**src/rtl/core/fnss_pkg.sv**
```systemverilog
// ----------------------------------------------------------------------------
// fnss_pkg: shared types and constants of the four-neighbour stencil sum
// Sizes of the line store, field widths, request and register codes, the
// item carried along the adder chain and the size clamps.
// ----------------------------------------------------------------------------
package fnss_pkg;

  localparam int MAX_COLS = 1024;
  localparam int MAX_ROWS = 1024;

  localparam int COL_W  = (MAX_COLS > 1) ? $clog2(MAX_COLS) : 1;
  localparam int ROW_W  = (MAX_ROWS > 1) ? $clog2(MAX_ROWS) : 1;
  localparam int COLN_W = $clog2(MAX_COLS + 1);
  localparam int ROWN_W = $clog2(MAX_ROWS + 1);

  localparam int CFG_W     = 11;
  localparam int CFG_IDX_W = 1;
  localparam int DATA_W    = 16;
  localparam int SUM_W     = 18;
  localparam int TERMS     = 3;

  localparam logic [CFG_W-1:0] ROW_COUNT_RST = 11'd1024;
  localparam logic [CFG_W-1:0] COL_COUNT_RST = 11'd1024;

  localparam logic [CFG_IDX_W-1:0] REG_ROW_COUNT = 1'b0;
  localparam logic [CFG_IDX_W-1:0] REG_COL_COUNT = 1'b1;

  localparam logic REQ_ELEMENT = 1'b0;
  localparam logic REQ_DRAIN   = 1'b1;

  // Partial sum plus the terms still to be added; term 0 is added next
  typedef struct packed {
    logic signed [SUM_W-1:0]        acc;
    logic [TERMS-1:0][DATA_W-1:0]   term;
    logic [TERMS-1:0]               term_en;
    logic                           last;
  } cell_data_t;

  function automatic logic [ROWN_W-1:0] clamp_rows(input logic [CFG_W-1:0] v);
    logic [ROWN_W-1:0] res;
    if (v == '0) begin
      res = ROWN_W'(1);
    end else if (32'(v) > 32'(MAX_ROWS)) begin
      res = ROWN_W'(MAX_ROWS);
    end else begin
      res = ROWN_W'(v);
    end
    return res;
  endfunction

  function automatic logic [COLN_W-1:0] clamp_cols(input logic [CFG_W-1:0] v);
    logic [COLN_W-1:0] res;
    if (v == '0) begin
      res = COLN_W'(1);
    end else if (32'(v) > 32'(MAX_COLS)) begin
      res = COLN_W'(MAX_COLS);
    end else begin
      res = COLN_W'(v);
    end
    return res;
  endfunction

endpackage

```
**src/rtl/core/fnss_cell.sv**
```systemverilog
// ----------------------------------------------------------------------------
// fnss_cell: one adder cell of the stencil chain
// Adds the leading term to the partial sum, shifts the remaining terms down
// and hands the item to the next cell, with valid/ready stalling.
// ----------------------------------------------------------------------------
module fnss_cell
  import fnss_pkg::*;
(
  input  logic       clk,
  input  logic       rst_n,
  input  logic       up_valid,
  output logic       up_ready,
  input  cell_data_t up_data,
  output logic       dn_valid,
  input  logic       dn_ready,
  output cell_data_t dn_data
);

  logic       valid_r;
  cell_data_t data_r;
  cell_data_t data_nxt;

  always_comb begin
    data_nxt = up_data;
    data_nxt.acc = up_data.term_en[0]
                 ? up_data.acc + {{(SUM_W-DATA_W){up_data.term[0][DATA_W-1]}},
                                  up_data.term[0]}
                 : up_data.acc;
    for (int i = 0; i < TERMS - 1; i++) begin
      data_nxt.term[i]    = up_data.term[i+1];
      data_nxt.term_en[i] = up_data.term_en[i+1];
    end
    data_nxt.term[TERMS-1]    = '0;
    data_nxt.term_en[TERMS-1] = 1'b0;
  end

  assign up_ready = !valid_r || dn_ready;

  always_ff @(posedge clk) begin
    if (!rst_n) begin
      valid_r <= 1'b0;
    end else if (up_ready) begin
      valid_r <= up_valid;
    end
  end

  always_ff @(posedge clk) begin
    if (up_valid && up_ready) begin
      data_r <= data_nxt;
    end
  end

  assign dn_valid = valid_r;
  assign dn_data  = data_r;

endmodule

```
**config.mk**
```make
export PLATFORM = sky130hd
export DESIGN_NAME = fnss_cell
export DESIGN_NICKNAME = d
export VERILOG_FILES = /design/src/rtl/core/fnss_pkg.sv /design/src/rtl/core/fnss_cell.sv
export SDC_FILE = /design/constraint.sdc
export NUM_CORES = 1
export LEC_CHECK = 0
export BUFFER_PORTS_ARGS = -buffer_cell sky130_fd_sc_hd__buf_2
export CORE_ASPECT_RATIO = 1.1
export CORE_MARGIN = 10
export CORE_UTILIZATION = 50
export DETAILED_ROUTE_END_ITERATION = 10
export PLACE_DENSITY = 0.9
export SETUP_SLACK_MARGIN = 0.3
export SYNTH_ARGS = -nofsm -noshare
export SYNTH_HDL_FRONTEND = slang
export SYNTH_SLANG_ARGS = --single-unit
```
**constraint.sdc**
```tcl
create_clock -name clk -period 7.3 [get_ports clk]
set_input_delay 1.095 -clock clk [delete_from_list [all_inputs] [get_ports clk]]
set_output_delay 1.095 -clock clk [all_outputs]
set_load 0.01 [all_outputs]
```
==> results.sh, run 1 <==
export IMPL_initial_core_util_pct=50.9
export IMPL_avgSynthCellArea_um2=13.0
export IMPL_syn_inst=225
export IMPL_ys_seq_area_share_pct=55.3
export IMPL_gr_total_overflow=0
export IMPL_crit_path_start_kind="input port"
export IMPL_critPathKind="in2reg"
export IMPL_power_density_nw_per_um2=203
export IMPL_grt_antenna_before_repair=1
export IMPL_whs_ns=0.551
export IMPL_critPathCaptureType="flip-flop"
export IMPL_cts_made_buffers=5
export IMPL_cp_required_ns=7.37
export IMPL_status="complete, no violations"
export IMPL_cts_sinks=54
export IMPL_hpwl_um=6510
export IMPL_finalSetupViolCount=0
export IMPL_drv_slew=0
export IMPL_fmax_ghz=0.308
export IMPL_area_delta_synth_final_pct=26.2
export IMPL_via_per_inst=5.29
export IMPL_root_buffer="clkbuf_8"
export IMPL_path_clk_slew_ns=0.10
export IMPL_regToRegEndpoint="dn_data[33]$_DFFE_PP_"
export IMPL_drive_above_1_share_pct=43.9
export IMPL_maxSlewHeadroom_pct=19.7
export IMPL_drc=0
export IMPL_post_place_ws_ns=3.78
export IMPL_cts_resized=0
export IMPL_grt_max_degree=54
export IMPL_ys_types=47
export IMPL_ys_warn_count=0
export IMPL_drtIter0Drc=142
export IMPL_worst_slack_ns=4.06
export IMPL_skew_ns=0.00536
export IMPL_die_w_um=92.8
export IMPL_critPathMaxFanout=5
export IMPL_grt_pass1_vias=2322
export IMPL_arrival_ns=3.31
export IMPL_antenna_left=0
export IMPL_ff2ff_path_depth=2
export IMPL_netlist_area_um2=2920
export IMPL_n_fill_cell=441
export IMPL_fin_crit_sh_pct=44.4
export IMPL_async_flop_share_pct=0
export IMPL_rsz0062_at_grt="false"
export IMPL_globalplace_congestion=0.880
export IMPL_hold_viol=0
export IMPL_tightest_slew_ns=1.20
export IMPL_grt_pass1_wl_um=12000
export IMPL_whs_endpoint="dn_valid$_SDFFE_PN0N_"
export IMPL_final_util_pct=64.2
export IMPL_grt_total_usage_pct=16.4
export IMPL_dieArea_um2=9290
export IMPL_p_leak_nw=1.61
export IMPL_hold_depth=2
export IMPL_wl_per_cell_um=18.6
export IMPL_clock_latency_ns=0.31
export IMPL_row_count=29
export IMPL_pin_count=146
export IMPL_drtPass1Iterations=4
export IMPL_final_cell_area_um2=3680
export IMPL_placed_area_um2=3570
export IMPL_hp_class="reg2reg"
export IMPL_cts_tree="built"
export IMPL_reg2reg_setup_slack_ns=5.52
export IMPL_min_from="dn_valid$_SDFFE_PN0N_"
export IMPL_ys_ff_latch=54
export IMPL_finalNetCount=446
export IMPL_wl_um=8040
export IMPL_vias=2291
export IMPL_core_area_um2=5730
export IMPL_die_y_um=100
export IMPL_numPortBuffers=128
export IMPL_ir_worst_vdd_mv=0.0944
export IMPL_synth_edf_count=53
export IMPL_cap_violations=0
export IMPL_cts_setup_buffers=0
export IMPL_ctsHoldBuffers=0
export IMPL_r2r_start="dn_valid$_SDFFE_PN0N_"
export IMPL_htree_levels=2
export IMPL_ys_flop_type="edfxtp_1"
export IMPL_min_period_ns=3.24
export IMPL_clockBufferDepth=2
export IMPL_setup_tns_ns=0
==> state kept, by name (all words and copies together), names as in the netlist <==
name,cells
dn_valid,1
dn_data,53
==> power breakdown <==
part	internal, mW	total, mW	switching, mW
clock	0.102	0.200	0.0981
combinational	0.0736	0.171	0.0973
sequential	0.369	0.374	0.00503
total	0.545	0.746	0.200
==> cells in the final DEF, fill, tap and decap left out, drive strengths merged, types with 2 or more instances in the layout <==
cell	netlist	final
o21bai	2	2
a2111oi	2	2
o21ai	16	16
clkbuf	3	6
o211ai	4	4
nor2	9	9
inv	4	4
nor3	2	2
nand3	4	4
a21boi	2	2
o31ai	2	2
mux2	12	12
o2bb2ai	2	2
a211oi	7	7
buf	19	128
nand2	10	10
xor2	5	5
ha	17	17
o21a	3	3
edfxtp	53	53
xnor2	5	5
conb	1	17
a21o	8	8
a21oi	15	15
and2	2	2
==> metal layers <==
| metal | part of all wire, % | GRT usage (%) |
|---|---|---|
| met1 | 36 | 15.9 |
| met2 | 49 | 29.2 |
| met3 | 13 | 8.28 |
| met4 | 2.1 | 6.18 |
| met5 | 0 | 0 |
==> worst max-delay path, stage by stage <==
cell      delay (ns)
buf_2           0.10
ha_1            0.23
fa_1            0.45
a211oi_2        0.34
o21ai_2         0.16
a211oi_4        0.34
o31ai_1         0.16
xor2_1          0.15
mux2_2          0.28
==> final cells by class <==
| type | count | area (um^2) | area share, % |
|---|---|---|---|
| Timing Repair Buffer | 128 | 641 | 17.4 |
| Inverter | 4 | 15.0 | 0.408 |
| Antenna cell | 1 | 2.50 | 0.0680 |
| Tap cell | 77 | 96.3 | 2.62 |
| Clock buffer | 6 | 72.6 | 1.97 |
| Clock inverter | 2 | 37.5 | 1.02 |
| Multi-Input combinational cell | 161 | 1200 | 32.7 |
| Sequential cell | 54 | 1610 | 43.8 |
==> how the worst max path moves through the flow <==
stage	from	slack (ns)	end	cells past startpoint
5_1_grt	up_data[4]	3.95	dn_data[62]$_DFFE_PP_	9
3_5_place_dp	up_data[4]	3.78	dn_data[62]$_DFFE_PP_	9
3_3_place_gp	up_data[4]	3.85	dn_data[64]$_DFFE_PP_	9
2_1_floorplan	up_data[4]	4.09	dn_data[64]$_DFFE_PP_	8
6_report	up_data[4]	4.06	dn_data[64]$_DFFE_PP_	9
4_1_cts	up_data[4]	4.10	dn_data[62]$_DFFE_PP_	9
==> cell families after synthesis <==
logic type                 Yosys count  synth area share [%]
and+or+nand+nor                     34                  5.71
adders and majority gates           18                  7.98
xor gates and xnor gates            10                  3.00
AOI/OAI and AO/OA                   69                  17.4
buffers and inverters               26                  5.53
DFF                                 54                  55.3
muxes                               13                  4.98
other                                1                 0.129
==> Yosys cell counts, types with 2 or more instances <==
master | count | area share, %
nor2_1 | 9 | 1.2
buf_4 | 17 | 4.4
a211oi_1 | 4 | 1.0
a21oi_1 | 14 | 2.4
o21a_1 | 3 | 0.77
inv_1 | 4 | 0.51
mux2_2 | 12 | 4.6
ha_1 | 17 | 7.3
clkbuf_1 | 3 | 0.39
a21o_1 | 8 | 2.1
o21ai_0 | 14 | 2.4
o211ai_1 | 4 | 1.0
xor2_1 | 5 | 1.5
o31ai_1 | 2 | 0.51
and2_1 | 2 | 0.43
a21boi_0 | 2 | 0.51
buf_1 | 2 | 0.26
o2bb2ai_1 | 2 | 0.60
nor3_1 | 2 | 0.34
nand3_1 | 4 | 0.69
nand2_1 | 10 | 1.3
a211oi_2 | 2 | 0.86
o21bai_1 | 2 | 0.51
xnor2_1 | 5 | 1.5
o21ai_2 | 2 | 0.60
edfxtp_1 | 53 | 55
==> through the flow <==
step	power, mW	std cells
floorplan	0.494	241
global placement	0.544	424
detailed placement	0.551	424
CTS	0.747	432
global route	0.781	432
finish	0.746	433
(Power assumes the default switching activity.)
==> run 2, diff against run 1 <==
--- a/config.mk
+++ b/config.mk
@@ -8,9 +8,9 @@
 export BUFFER_PORTS_ARGS = -buffer_cell sky130_fd_sc_hd__buf_2
 export CORE_ASPECT_RATIO = 1.1
 export CORE_MARGIN = 10
-export CORE_UTILIZATION = 50
+export CORE_UTILIZATION = 46
 export DETAILED_ROUTE_END_ITERATION = 10
-export PLACE_DENSITY = 0.9
+export PLACE_DENSITY = 0.84
 export SETUP_SLACK_MARGIN = 0.3
 export SYNTH_ARGS = -nofsm -noshare
 export SYNTH_HDL_FRONTEND = slang
==> constraint.sdc (replaced) <==
create_clock -name clk -period 3.25 [get_ports clk]
set_input_delay 0.4875 -clock clk [delete_from_list [all_inputs] [get_ports clk]]
set_output_delay 0.4875 -clock clk [all_outputs]
set_load 0.01 [all_outputs]
==> results.sh, run 2 (same netlist as run 1, synthesis figures left out) <==
export IMPL_status="complete, no violations"
export IMPL_maxSlewHeadroom_pct=58.9
export IMPL_crit_buf_inv=1
export IMPL_tightest_slew_ns=0.616
export IMPL_die_w_um=95.9
export IMPL_arrival_ns=2.64
export IMPL_drv_slew=0
export IMPL_skew_ns=0.00557
export IMPL_drtPass1Iterations=4
export IMPL_core_area_um2=6160
export IMPL_hold_viol=0
export IMPL_min_period_ns=2.57
export IMPL_grt_pass1_wl_um=11900
export IMPL_p_leak_nw=1.60
export IMPL_grt_max_degree=27
export IMPL_drive_above_1_share_pct=44.3
export IMPL_htree_levels=2
export IMPL_numPortBuffers=128
export IMPL_row_count=30
export IMPL_vias=2279
export IMPL_finalNetCount=448
export IMPL_slowest_stage="fa_1"
export IMPL_wl_um=8060
export IMPL_hpwl_um=6810
export IMPL_largest_reg_flops=53
export IMPL_comb_power_share_pct=24.2
export IMPL_cts_resized=0
export IMPL_placed_area_um2=3590
export IMPL_finalSetupViolCount=0
export IMPL_initial_core_util_pct=47.4
export IMPL_critPathMaxStageDelay_ns=0.44
export IMPL_hp_class="in2reg"
export IMPL_pwr_share_clk_pct=23.0
export IMPL_grt_total_usage_pct=15.0
export IMPL_dieArea_um2=9930
export IMPL_critPathKind="in2reg"
export IMPL_cp_required_ns=3.32
export IMPL_mostFrequentLayoutCells="buf_2, edfxtp_1, ha_1, conb_1"
export IMPL_ctsHoldBuffers=0
export IMPL_cap_violations=0
export IMPL_seq_power_share_pct=52.8
export IMPL_whs_ns=0.349
export IMPL_cts_setup_buffers=0
export IMPL_fin_crit_sh_pct=79.1
export IMPL_switching_share_pct=27.9
export IMPL_critPathCaptureType="flip-flop"
export IMPL_rsz0062_at_grt="false"
export IMPL_pin_count=146
export IMPL_switching_power_mw=0.443
export IMPL_die_y_um=104
export IMPL_intPower_mw=1.15
export IMPL_cts_made_buffers=5
export IMPL_setup_tns_ns=0
export IMPL_gr_total_overflow=0
export IMPL_clock_latency_ns=0.31
export IMPL_instances_no_fill=437
export IMPL_dp_cells=429
export IMPL_cts_sinks=54
export IMPL_drtIter0Drc=180
export IMPL_critPathMaxFanout=5
export IMPL_layout_commonest_cell="buf_2"
export IMPL_via_per_inst=5.22
export IMPL_fmax_ghz=0.389
export IMPL_clockBufferDepth=2
export IMPL_crit_path_start_kind="input port"
export IMPL_num_antenna_cells=0
export IMPL_grt_antenna_before_repair=0
export IMPL_root_buffer="clkbuf_8"
export IMPL_final_cell_area_um2=3670
export IMPL_post_place_ws_ns=0.350
export IMPL_globalplace_congestion=0.895
export IMPL_area_delta_synth_final_pct=26.0
export IMPL_wl_per_cell_um=18.4
export IMPL_cts_tree="built"
export IMPL_crit_family="compound AO/OA/AOI/OAI gates"
export IMPL_ir_worst_vdd_mv=0.219
export IMPL_antenna_left=0
export IMPL_drc=0
export IMPL_power_density_nw_per_um2=433
export IMPL_worst_slack_ns=0.678
export IMPL_critical_path_cell_chain="buf_2 -> ha_1 -> fa_1 -> a211oi_2 -> o21ai_2 -> a211oi_4 -> o31ai_1 -> xor2_1 -> mux2_2"
export IMPL_path_clk_slew_ns=0.09
export IMPL_grt_pass1_vias=2342
## run 2: cell count changes in the layout (fill, tap and decap cells not counted), sizes merged
| cell | previous run | this run |
|---|---|---|
| bufinv | 1 | 0 |
| buf | 128 | 130 |
| diode | 1 | 0 |
| clkinvlp | 1 | 2 |
## run 2: area by class of cell
class / instances / area (um^2)
Fill cell: 506 / 2480
Sequential cell: 54 / 1610
Multi-Input combinational cell: 161 / 1200
Timing Repair Buffer: 130 / 656
Tap cell: 80 / 100
Clock buffer: 6 / 72.6
Clock inverter: 2 / 15.0
Inverter: 4 / 15.0
## run 2: per-stage QoR
stage	util [%]	total power, mW
after floorplan	-	1.11
after global placement	58.3	1.23
after detailed placement	58.3	1.24
after CTS	59.7	1.60
after global routing	59.7	1.67
final	59.7	1.59
## run 2: power groups by stage
| stage | Combinational, mW | Clock [mW] | Sequential (mW) |
|---|---|---|---|
| after floorplan | 0.223 | 0 | 0.886 |
| after detailed placement | 0.385 | 0 | 0.856 |
| after CTS | 0.389 | 0.374 | 0.840 |
| after global routing | 0.425 | 0.404 | 0.844 |
| after global placement | 0.372 | 0 | 0.854 |
| final | 0.385 | 0.366 | 0.840 |
## run 2: final timing paths
check	from	to	slack, ns	cells past startpoint
worst max-delay path	up_data[4]	dn_data[64]$_DFFE_PP_	0.68	9
worst min-delay path	up_data[24]	dn_data[8]$_DFFE_PP_	0.35	1
worst min register to register	dn_valid$_SDFFE_PN0N_	dn_valid$_SDFFE_PN0N_	0.54	2
worst max register to register	dn_valid$_SDFFE_PN0N_	dn_data[35]$_DFFE_PP_	1.61	3
## run 2: per-layer routing
metal,vias up,routed length [um],share of wire (%),global-route usage [%]
met2,119,3780,47,26.7
met5,-,0,0,0
met3,13,1070,13,6.50
met4,0,168,2.1,5.27
li1,1093,-,-,-
met1,1054,3040,38,14.9
==> run 3, diff against run 2 <==
==> constraint.sdc (replaced) <==
create_clock -name clk -period 2.6 [get_ports clk]
set_input_delay 0.39 -clock clk [delete_from_list [all_inputs] [get_ports clk]]
set_output_delay 0.39 -clock clk [all_outputs]
set_load 0.01 [all_outputs]
==> results.sh, run 3 (same netlist as run 1, synthesis figures left out) <==
export IMPL_status="complete, no violations"
export IMPL_grt_pass1_wl_um=12400
export IMPL_wl_met3_um=1280
export IMPL_wl_per_cell_um=18.7
export IMPL_clock_latency_ns=0.31
export IMPL_mostFrequentLayoutCells="buf_2, edfxtp_1, conb_1, ha_1"
export IMPL_hold_depth=1
export IMPL_hp_class="in2reg"
export IMPL_cts_tree="built"
export IMPL_n_fill_cell=508
export IMPL_cts_made_buffers=5
export IMPL_cap_violations=0
export IMPL_hold_viol=0
export IMPL_dp_cells=431
export IMPL_numPortBuffers=128
export IMPL_cts_sinks=54
export IMPL_hpwl_um=6870
export IMPL_wl_met2_um=3960
export IMPL_met1_length_um=2910
export IMPL_instances_no_fill=440
export IMPL_ff2ff_path_depth=3
export IMPL_post_place_ws_ns=-0.00606
export IMPL_regToRegEndpoint="dn_data[35]$_DFFE_PP_"
export IMPL_htree_levels=2
export IMPL_top_layer="met4"
export IMPL_critical_path_cell_chain="buf_2 -> ha_4 -> fa_2 -> a211oi_4 -> o21ai_2 -> a211oi_4 -> o31ai_2 -> xor2_1 -> mux2_2"
export IMPL_drc=0
export IMPL_vias=2310
export IMPL_finalSetupViolCount=0
export IMPL_finalNetCount=451
export IMPL_fin_crit_sh_pct=86.0
export IMPL_cpMostUsedCell="a211oi_4"
export IMPL_core_area_um2=6160
export IMPL_root_buffer="clkbuf_8"
export IMPL_arrival_ns=2.30
export IMPL_dieArea_um2=9930
export IMPL_wl_um=8240
export IMPL_critPathMaxStageDelay_ns=0.36
export IMPL_rsz0062_at_grt="false"
export IMPL_drv_slew=0
export IMPL_maxSlewHeadroom_pct=55.6
export IMPL_num_antenna_cells=0
export IMPL_reg2reg_setup_slack_ns=1.12
export IMPL_initial_core_util_pct=47.4
export IMPL_min_from="up_data[20]"
export IMPL_worst_slack_ns=0.363
export IMPL_power_density_nw_per_um2=538
export IMPL_gr_total_overflow=0
export IMPL_antenna_left=0
export IMPL_cp_required_ns=2.66
export IMPL_grt_antenna_before_repair=0
export IMPL_ir_worst_vdd_mv=0.332
export IMPL_critPathCaptureType="flip-flop"
export IMPL_layout_commonest_cell="buf_2"
export IMPL_r2r_start="dn_valid$_SDFFE_PN0N_"
export IMPL_path_clk_slew_ns=0.10
export IMPL_tightest_slew_ns=0.666
export IMPL_largest_reg_flops=53
export IMPL_fmax_ghz=0.447
export IMPL_grt_total_usage_pct=15.8
export IMPL_drtPass1Iterations=4
export IMPL_whs_endpoint="dn_data[4]$_DFFE_PP_"
export IMPL_clockBufferDepth=2
export IMPL_crit_path_start="up_data[52]"
export IMPL_grt_max_degree=54
export IMPL_skew_ns=0.00749
export IMPL_p_leak_nw=1.63
export IMPL_globalplace_congestion=0.883
export IMPL_pin_count=146
export IMPL_critPathMaxFanout=4
export IMPL_die_y_um=104
export IMPL_via_per_inst=5.25
export IMPL_critPathKind="in2reg"
export IMPL_row_count=30
export IMPL_slowest_stage="fa_2"
export IMPL_min_period_ns=2.24
export IMPL_drive_above_1_share_pct=45.8
export IMPL_crit_path_start_kind="input port"
export IMPL_die_w_um=95.9
export IMPL_area_delta_synth_final_pct=27.9
export IMPL_grt_pass1_vias=2421
export IMPL_setup_tns_ns=0
export IMPL_drtIter0Drc=156
-- run 3: cell types whose count changed in the layout (fill, tap and decap cells not counted), sizes merged --
cell      before  now
buf          130  133
inv            4    5
clkbuf         6    5
clkinvlp       2    1
clkinv         0    1
-- run 3: worst max path at each step --
stage	end	slack, ns	depth (start not counted)
2_1_floorplan	dn_data[64]$_DFFE_PP_	0.23	8
3_3_place_gp	dn_data[64]$_DFFE_PP_	0.04	9
3_5_place_dp	dn_data[62]$_DFFE_PP_	-0.006	9
4_1_cts	dn_data[62]$_DFFE_PP_	0.32	9
5_1_grt	dn_data[60]$_DFFE_PP_	0.30	9
6_report	dn_data[62]$_DFFE_PP_	0.36	9
-- run 3: layout make-up --
| cell class | instances | area [um^2] | area share, % |
|---|---|---|---|
| multi-input combinational | 161 | 1240 | 33.2 |
| clock inverter | 3 | 20.0 | 0.537 |
| sequential | 54 | 1610 | 43.2 |
| clock buffer | 5 | 68.8 | 1.84 |
| timing repair buffer | 133 | 678 | 18.2 |
| inverter | 4 | 15.0 | 0.402 |
| tap | 80 | 100 | 2.68 |
-- run 3: through the flow --
stage	total power, mW	util [%]	instance area, um^2	hold slack, ns
6_report	2.01	60.6	3730	0.252
5_1_grt	2.12	60.6	3730	0.235
4_1_cts	2.03	60.4	3720	0.241
3_5_place_dp	1.56	58.9	3630	0.544
3_3_place_gp	1.54	58.9	3630	0.499
2_1_floorplan	1.39	-	3000	0.489
-- run 3: repair_timing --
action,CTS,global route
resized for setup,0,1
setup endpoints to repair,0,3
hold buffers,0,0
buffers inserted,0,1
-- run 3: worst max-delay path: cells and delay by family --
family / cells / cell delay [ns]
AOI/OAI and AO/OA: 4 / 0.83
xor gates and xnor gates: 1 / 0.15
adders and majority gates: 2 / 0.53
buffers and inverters: 1 / 0.12
muxes: 1 / 0.27
-- run 3: layer usage --
layer	GRT usage, %	vias to the layer above
li1	-	1098
met1	16.4	1059
met2	27.4	144
met3	7.44	9
met4	4.22	0
met5	0	-
-- run 3: report_power, final --
part           internal (mW)  leakage, nW  switching [mW]  total (mW)
registers               1.04        0.521          0.0143        1.05
clock network          0.190       0.0422           0.271       0.461
logic                  0.219         1.06           0.277       0.496
